--- src/sv/rbcc_pkg.sv ---
// Package: shared constants and types of the readout block CRC checker.
`timescale 1ns / 1ps
package rbcc_pkg;

   localparam int WORD_W     = 16;
   localparam int POS_W      = 4;
   localparam int RSP_DATA_W = 72;

   localparam logic [WORD_W-1:0] CRC_POLY = 16'h8408;
   localparam logic [WORD_W-1:0] CRC_INIT = 16'hFFFF;

   // index of the received CRC word within a block
   localparam logic [POS_W-1:0] LAST_POS = 4'd11;
   localparam logic [POS_W-1:0] POS_FIRST  = 4'd0;
   localparam logic [POS_W-1:0] POS_SECOND = 4'd1;
   localparam logic [POS_W-1:0] POS_THIRD  = 4'd2;

   localparam logic [3:0] HDR_NIB_FIRST  = 4'hA;
   localparam logic [3:0] HDR_NIB_SECOND = 4'hC;
   localparam logic [3:0] HDR_NIB_THIRD  = 4'hE;

   typedef struct packed {
      logic             header_ok;
      logic             crc_match;
      logic [15:0]      computed_crc;
      logic [15:0]      received_crc;
      logic [11:0]      chip_id;
      logic [3:0]       status_flags;
      logic [7:0]       event_count;
      logic [11:0]      bunch_count;
   } rsp_type;

endpackage

--- src/sv/rbcc_crc_fold.sv ---
// Module: folds one 16-bit word LSB-first into a reflected CRC-16.
`timescale 1ns / 1ps
module rbcc_crc_fold
   import rbcc_pkg::*;
(
   input  logic [WORD_W-1:0] crc_in,
   input  logic [WORD_W-1:0] word_in,
   output logic [WORD_W-1:0] crc_out
);

   // unrolled bit loop; flattens to a shallow XOR network
   always_comb begin
      logic [WORD_W-1:0] c;
      c = crc_in;
      for (int i = 0; i < WORD_W; i++) begin
         if (c[0] ^ word_in[i]) begin
            c = (c >> 1) ^ CRC_POLY;
         end else begin
            c = c >> 1;
         end
      end
      crc_out = c;
   end

endmodule

--- src/sv/readout_block_crc_checker_core.sv ---
// Top level: readout block CRC checker core.
`timescale 1ns / 1ps
// Takes a readout block as twelve 16-bit words, one word per accepted req_ handshake: bunch-count,
// event-count and chip-id words, eight channel data words, then the received CRC. The first
// eleven words are folded into a CRC-16/MCRF4XX (poly 0x8408 reflected, init 0xFFFF, no final
// XOR). On the twelfth word one rsp_ word carries the decoded header fields, computed and
// received CRC, a match flag and a header nibble check (A, C, E). req_tuser high marks the first
// word and drops any partial block. One word is taken per clock, except that a CRC word waits in
// the input register while a previous result is held: each word passes an input register, the
// CRC and field logic, and a result register. The single-word CRC update sets the clock period.
module readout_block_crc_checker_core
   import rbcc_pkg::*;
(
   input  logic                  clock,
   input  logic                  reset,
   input  logic                  req_tvalid,
   output logic                  req_tready,
   input  logic [15:0]           req_tdata,   // [15:0] data_word
   input  logic                  req_tuser,   // [0] block_start
   output logic                  rsp_tvalid,
   input  logic                  rsp_tready,
   // [11:0] bunch_count, [19:12] event_count, [23:20] status_flags, [35:24] chip_id,
   // [51:36] received_crc, [67:52] computed_crc, [68] crc_match, [69] header_ok, [71:70] zero
   output logic [RSP_DATA_W-1:0] rsp_tdata
);

   logic              in_valid_ff, in_valid_in;
   logic [WORD_W-1:0] in_word_ff;
   logic              in_start_ff;

   logic [WORD_W-1:0] crc_ff, crc_in;
   logic [POS_W-1:0]  pos_ff, pos_in;
   logic [WORD_W-1:0] w1_ff, w1_in, w2_ff, w2_in, w3_ff, w3_in;

   logic              rsp_valid_ff, rsp_valid_in;
   rsp_type           rsp_ff, rsp_in;

   logic [POS_W-1:0]  pos_eff;
   logic [WORD_W-1:0] crc_base, crc_next;
   logic              is_last, fire, accept;

   always_comb begin
      if (in_start_ff || (pos_ff > LAST_POS)) begin
         pos_eff  = POS_FIRST;
         crc_base = CRC_INIT;
      end else begin
         pos_eff  = pos_ff;
         crc_base = crc_ff;
      end
   end

   assign is_last    = (pos_eff == LAST_POS);
   // a word that yields no result never waits on the output side
   assign fire       = in_valid_ff && (!is_last || !rsp_valid_ff || rsp_tready);
   assign req_tready = !in_valid_ff || fire;
   assign accept     = req_tvalid && req_tready;

   rbcc_crc_fold u_fold (
      .crc_in  (crc_base),
      .word_in (in_word_ff),
      .crc_out (crc_next)
   );

   always_comb begin
      in_valid_in  = accept || (in_valid_ff && !fire);
      crc_in       = crc_ff;
      pos_in       = pos_ff;
      w1_in        = w1_ff;
      w2_in        = w2_ff;
      w3_in        = w3_ff;
      rsp_valid_in = rsp_valid_ff && !rsp_tready;
      rsp_in       = rsp_ff;
      if (fire) begin
         if (!is_last) begin
            crc_in = crc_next;
            pos_in = POS_W'(pos_eff + 1'b1);
            if (pos_eff == POS_FIRST)  w1_in = in_word_ff;
            if (pos_eff == POS_SECOND) w2_in = in_word_ff;
            if (pos_eff == POS_THIRD)  w3_in = in_word_ff;
         end else begin
            crc_in               = CRC_INIT;
            pos_in               = POS_FIRST;
            rsp_valid_in         = 1'b1;
            rsp_in.bunch_count   = w1_ff[11:0];
            rsp_in.event_count   = w2_ff[11:4];
            rsp_in.status_flags  = w2_ff[3:0];
            rsp_in.chip_id       = w3_ff[11:0];
            rsp_in.received_crc  = in_word_ff;
            rsp_in.computed_crc  = crc_base;
            rsp_in.crc_match     = (crc_base == in_word_ff);
            rsp_in.header_ok     = (w1_ff[15:12] == HDR_NIB_FIRST)
                                && (w2_ff[15:12] == HDR_NIB_SECOND)
                                && (w3_ff[15:12] == HDR_NIB_THIRD);
         end
      end
   end

   always_ff @(posedge clock) begin
      if (reset) begin
         in_valid_ff  <= 1'b0;
         rsp_valid_ff <= 1'b0;
         crc_ff       <= CRC_INIT;
         pos_ff       <= POS_FIRST;
         w1_ff        <= '0;
         w2_ff        <= '0;
         w3_ff        <= '0;
      end else begin
         in_valid_ff  <= in_valid_in;
         rsp_valid_ff <= rsp_valid_in;
         crc_ff       <= crc_in;
         pos_ff       <= pos_in;
         w1_ff        <= w1_in;
         w2_ff        <= w2_in;
         w3_ff        <= w3_in;
      end
   end

   always_ff @(posedge clock) begin
      if (accept) begin
         in_word_ff  <= req_tdata;
         in_start_ff <= req_tuser;
      end
      rsp_ff <= rsp_in;
   end

   assign rsp_tvalid = rsp_valid_ff;
   assign rsp_tdata  = {2'b00, rsp_ff};

endmodule

--- config.mk ---
export PLATFORM = sky130hd
export DESIGN_NAME = readout_block_crc_checker_core
export DESIGN_NICKNAME = d
export VERILOG_FILES = /design/src/sv/rbcc_pkg.sv /design/src/sv/rbcc_crc_fold.sv /design/src/sv/readout_block_crc_checker_core.sv
export SDC_FILE = /design/constraint.sdc
export NUM_CORES = 1
export LEC_CHECK = 0
export ABC_CLOCK_PERIOD_IN_PS = 5880
export BUFFER_PORTS_ARGS = -buffer_cell sky130_fd_sc_hd__buf_2
export CORE_UTILIZATION = 25
export CTS_BUF_LIST = sky130_fd_sc_hd__clkbuf_16
export CTS_CLUSTER_SIZE = 8
export DETAILED_ROUTE_END_ITERATION = 8
export GPL_TIMING_DRIVEN = 0
export PLACE_DENSITY = 0.41
export SLEW_MARGIN = 15
export SYNTH_ARGS = -nofsm -noshare
export SYNTH_HDL_FRONTEND = slang
export SYNTH_SLANG_ARGS = --single-unit
--- constraint.sdc ---
create_clock -name clock -period 5.88 [get_ports clock]
set_input_delay 0.882 -clock clock [delete_from_list [all_inputs] [get_ports clock]]
set_output_delay 0.882 -clock clock [all_outputs]
set_load 0.02 [all_outputs]
* Word-level counts from Yosys, hierarchy flattened *
Index checks and enable logic that the tools add are counted.

storage, ports and cells
  register bits = 157
  latch bits = 0
  memory bits (writable) = 0
  ROM bits = 0
  input port bits = 21
  output and inout port bits = 74
  word-level logic and storage cells = 102
  memories kept = 0

cells by class
  add/subtract/negate cells = 1
  $mul = 0
  divide/modulo/power cells = 0
  $lt $le $gt $ge = 1
  equal/unequal tests = 7
  shifts and indexed selects = 0
  mux-type cells = 22
  bitwise operators = 33
  reductions and logical operators = 21

operators by type and width
  cell                   number
  $mux W16               18
  $not A2 Y3             16
  $eq A16 B16 Y1         1
  $eq A4 B4 Y1 const B   4
  $xor A1 B1 Y1          16
  $reduce_and A3 Y1      3
  $mux W4                2
  $logic_and A1 B1 Y1    6
  $logic_not A1 Y1       5
  $logic_or A1 B1 Y1     5
  $add A4 B1 Y4 const B  1
  $eq A4 B1 Y1 const B   1
  $eq A4 B2 Y1 const B   1
  $gt A4 B4 Y1 const B   1
  $logic_not A4 Y1       1
  $mux W1                2
  $reduce_and A2 Y1      1
  $not A1 Y1             1

* Logic depth before layout (Yosys ltp) *
  word-level depth = 36
  mapped depth = 13
  gate-level depth less buffers = 9

* Modules after synthesis *
Synthesis repeated with hierarchy kept, for this count alone.

unflattened totals
  cells, all modules = 521
  area, all modules = 6372.4 µm²

modules (own cells, without submodules)
  module                          times used  cells an instance  area each (µm²)  sequential area each (µm²)
  readout_block_crc_checker_core  1           469                5749.3           4013.8
  rbcc_crc_fold                   1           52                 623.1            0.0

* Worst setup path before layout *
OpenSTA, ideal clock, no wires.

  path type = flip-flop to flip-flop
  start = register in_start_ff
  end = register rsp_ff (netlist bit rsp_tdata[0]), enable pin
  setup time = 0.499 ns
  arrival = 4.647 ns
  required time = 5.381 ns
  setup slack = 0.735 ns
  cell stages (with the launch flop) = 9
  buffers on the path = 2
  clock period less this slack = 5.145 ns
  cell sequence = edfxtp_1 buf_6 buf_6 a21oi_1 and2_1 ha_1 nand2_1 or3_1 nor2_1

between the ends
  word-level cells in the longest chain between the ends = 8

ends and longest elaborated chain
  element                               RTL line                               text
  from (decl)                           readout_block_crc_checker_core.sv:29   logic in_start_ff;
  from (signal assigned)                readout_block_crc_checker_core.sv:121  in_start_ff <= req_tuser;
  $logic_or A1 B1 Y1 *                  readout_block_crc_checker_core.sv:43   if (in_start_ff || (pos_ff > LAST_POS)) begin
  $mux W4 *                             readout_block_crc_checker_core.sv:43
  $eq A4 B4 Y1 *                        readout_block_crc_checker_core.sv:52   assign is_last = (pos_eff == LAST_POS);
  $logic_not A1 Y1                      -
  $logic_or A1 B1 Y1 (2 in series)      readout_block_crc_checker_core.sv:54   assign fire = in_valid_ff && (!is_last || !rsp_valid_ff || rsp_tready);
  $logic_and A1 B1 Y1                   readout_block_crc_checker_core.sv:54
  $reduce_and A2 Y1 (no source line) *  -
  to (signal assigned)                  readout_block_crc_checker_core.sv:123  rsp_ff <= rsp_in;
  to (decl)                             readout_block_crc_checker_core.sv:36   rsp_type rsp_ff, rsp_in;

Mark *: on every way between the ends. The rest lies on a longest branch, timed or not.
A chain may end at the register's enable or synchronous reset.

* Worst setup path after layout *
  start = register in_start_ff
  end = output req_tready

between the ends
  word-level cells in the longest chain between the ends = 8

ends and longest elaborated chain
  element                           RTL line                              text
  $logic_or A1 B1 Y1                readout_block_crc_checker_core.sv:43
  $mux W4                           readout_block_crc_checker_core.sv:43
  $eq A4 B4 Y1                      readout_block_crc_checker_core.sv:52
  $logic_not A1 Y1                  -
  $logic_or A1 B1 Y1 (2 in series)  readout_block_crc_checker_core.sv:54
  $logic_and A1 B1 Y1               readout_block_crc_checker_core.sv:54
  $logic_or A1 B1 Y1                readout_block_crc_checker_core.sv:55  assign req_tready = !in_valid_ff || fire;
  to (decl)                         readout_block_crc_checker_core.sv:17  output logic req_tready,

Every way passes these cells.

==> flow_metrics.tcl <==
set metrics [dict create \
    grt_pass1_vias 3969 \
    grt_use_total_pct 12.99 \
    drive_gt1_share_pct 25.24 \
    drc_errors 0 \
    place.gp.congestion 0.8139 \
    status "complete, no violations" \
    p_per_area_nw_per_um2 390.3 \
    critPathBufInv 3 \
    reg2reg_from "in_start_ff" \
    cpPeakStageDelay_ns 0.52 \
    die_width_um 159.4 \
    cp_cell_sequence "buf_6 > buf_6 > a21oi_1 > and2_1 > ha_1 > nand2_1 > nor3_1 > nand3_1 > buf_2" \
    dieArea_sq_um 25420 \
    p_leak_nw 2.647 \
    fin_crit_ns 3.799 \
    synth.distinct_cells 42 \
    mostFrequentLayoutCell "buf_2" \
    n_antenna_cell 0 \
    max_freq_mhz 263.2 \
    fp-row-count 57 \
    cp_data_required_time_ns 5.00 \
    synthesis.area_sq_um 6197 \
    synth.avg_cell_area_sq_um 12.30 \
    vias_per_cell 4.334 \
    cts_tree "done" \
    mostFrequentLayoutCells "buf_2, edfxtp_1, dfxtp_1, a21oi_1, nand2_1" \
    critPathKind "reg -> out" \
    dp_hpwl_um 11410 \
    seq_power_share_pct 42.4 \
    endpoint_kind "output port" \
    wl_um 16050 \
    antenna_found_initial 0 \
    peakVddDrop_uv 137.3 \
    final-hold-violation-count 0 \
    via_count 4135 \
    clock_latency_ns 0.43 \
    cts-root-buf "clkbuf_16" \
    worst_setup_path_start_kind "flop" \
    cts_setup_buffers 0 \
    synth_top_cell_by_area "edfxtp_1" \
    core-area_sq_um 24320 \
    numClockSinks 157 \
    ys_seq_area_share_pct 64.77 \
    worst_pin_slew_ns 0.8519 \
    cts_made_buffers 17 \
    synth_top_area_share_pct 42.16 \
    synth_seq_cells 157 \
    synth_area_leaders "edfxtp_1, dfxtp_1, a21oi_1" \
    finalSetupViolCount 0 \
    io_buffer_count 91 \
    cp_max_fo 10 \
    ctsHoldBuffers 0 \
    worstSetupStartpoint "in_start_ff" \
    synth_edf_count 87 \
    p_int_mw 2.199 \
    clk_pin_slew_worst_paths_ns 0.06 \
    power_frac_clock_pct 37.3 \
    num-nets-final 642 \
    cap_violations 0 \
    crit_top_cell "buf_6" \
    htreeDepth 4 \
    p_sw_share_pct 27.07 \
    cts_buffer_depth 2 \
    worstPathArrival_ns 2.92 \
    reg2reg_depth 12 \
    min_path_cells 0 \
    start_util_pct 25.48 \
    wl_per_cell_um 16.83 \
    hp-class "reg -> reg" \
    comb_power_share_pct 20.2 \
    rsz0062_at_grt "no" \
    worstSetupPathDepth 9 \
    cp_slowest_cell "nor3_1" \
    finalWorstSetupSlack_ns 2.081 \
    pre_cts_ws_ns 2.536 \
    slew_violations 0 \
    p_switching_mw 0.8162 \
    die_y_um 159.4 \
    drt_iter0_drc 237 \
    grt_overflow 0 \
    grt_max_degree 30 \
    synth_cells 504 \
    slew_headroom_pct 43.08 \
    ys_warn_count 0 \
    area_growth_pct 24.63 \
    finClkSkew_ns 0.01117 \
    firstDrtPassIters 4 \
    whs_ns 0.4286 \
    cts_resized 0 \
    synthArstFlopShare_pct 0 \
    ant_nets 0 \
    io_pins 95 \
    grt_first_pass_wirelength_um 24430 \
    synth_ff_type "edfxtp_1" \
    finalCritPeriodShare_pct 64.62 \
    min-delay-start "w3_ff[9]" \
    cpLargestDelayFamily "simple AND/OR/NAND/NOR gates" \
]
[metrics by stage]
stage	setup TNS, ns	instances	total power, mW	area, sq um	utilization (%)
floorplan	0	505	1.778	6201	-
global placement	-65.87	920	1.912	7062	29.04
detailed placement	0	922	1.914	7124	29.29
CTS	0	954	3.044	7724	31.76
global route	0	954	3.147	7724	31.76
finish	0	954	3.015	7724	31.76
[flip-flops by register name, summed over array words and instances (netlist names)]
signal       count
in_start_ff      1
w3_ff           16
crc_ff          16
w2_ff           16
rsp_tvalid       1
in_valid_ff      1
w1_ff           16
pos_ff           4
rsp_tdata       70
in_word_ff      16
[power groups by stage]
stage / Sequential (mW) / Combinational [mW] / Clock (mW)
after global placement: 1.30 / 0.610 / 0
final: 1.28 / 0.610 / 1.13
after global routing: 1.29 / 0.663 / 1.20
after detailed placement: 1.30 / 0.609 / 0
after CTS: 1.28 / 0.614 / 1.15
after floorplan: 1.28 / 0.499 / 0
[worst paths after layout]
path / to / slack [ns]
worst max-delay path: req_tready / 2.08
worst min-delay path: rsp_tdata[33] / 0.43
worst max register to register: crc_ff[2] / 2.76
worst min register to register: rsp_tdata[33] / 0.43
[final cells by class]
type | count | area, sq um
clock inverter | 14 | 148.9
tap | 324 | 405.4
fill | 2481 | 16600
timing repair buffer | 93 | 495.5
sequential | 157 | 4014
clock buffer | 18 | 450.4
multi-input combinational | 297 | 1963
inverter | 19 | 71.32
buffer | 32 | 175.2
[cell usage after synthesis (2+ instances only)]
cell type  number
nor2_1         19
edfxtp_1       87
buf_4           2
xor2_1          8
buf_6           6
a21oi_1        62
nand3_1        49
nand2b_1        7
ha_1            4
a211oi_2        9
inv_1          19
xnor2_1        26
o22ai_1         5
xnor2_2         9
dfxtp_1        70
xnor2_4         2
buf_2           2
nor2b_1         2
buf_1           3
clkbuf_1       19
nor3_1          2
a211oi_1        8
a31oi_1         2
nor4_1          4
nand2_1        57
xnor3_2         4
and2_1          2
[per-layer routing]
layer / track usage [%] / vias to the layer above / routed length, um
li1: - / 1997 / -
met1: 18.29 / 1999 / 7960
met2: 19.28 / 121 / 6984
met3: 3.282 / 18 / 847
met4: 4.458 / 0 / 261
met5: 0 / - / 0
[worst reg2reg max path, cell delays in order, from the launching register on]
cell	delay [ns]
edfxtp_1	0.49
buf_6	0.21
buf_6	0.16
a21oi_1	0.15
and2_1	0.23
ha_1	0.25
nand2_1	0.10
nor3_1	0.52
a21bo_2	0.31
nand2b_1	0.07
clkbuf_1	0.27
nor2_1	0.18
a21oi_1	0.05
[logic make-up after synthesis]
group	count (synthesis)	share of synthesized area, %
flops	157	64.77
simple gates	148	11.02
compound gates	93	9.610
buf+inv	51	3.977
xor+xnor	49	9.590
fa+ha+maj	4	0.8076
other cells	1	0.06051
mux	1	0.1615
Power figures use the tool's default switching activity.
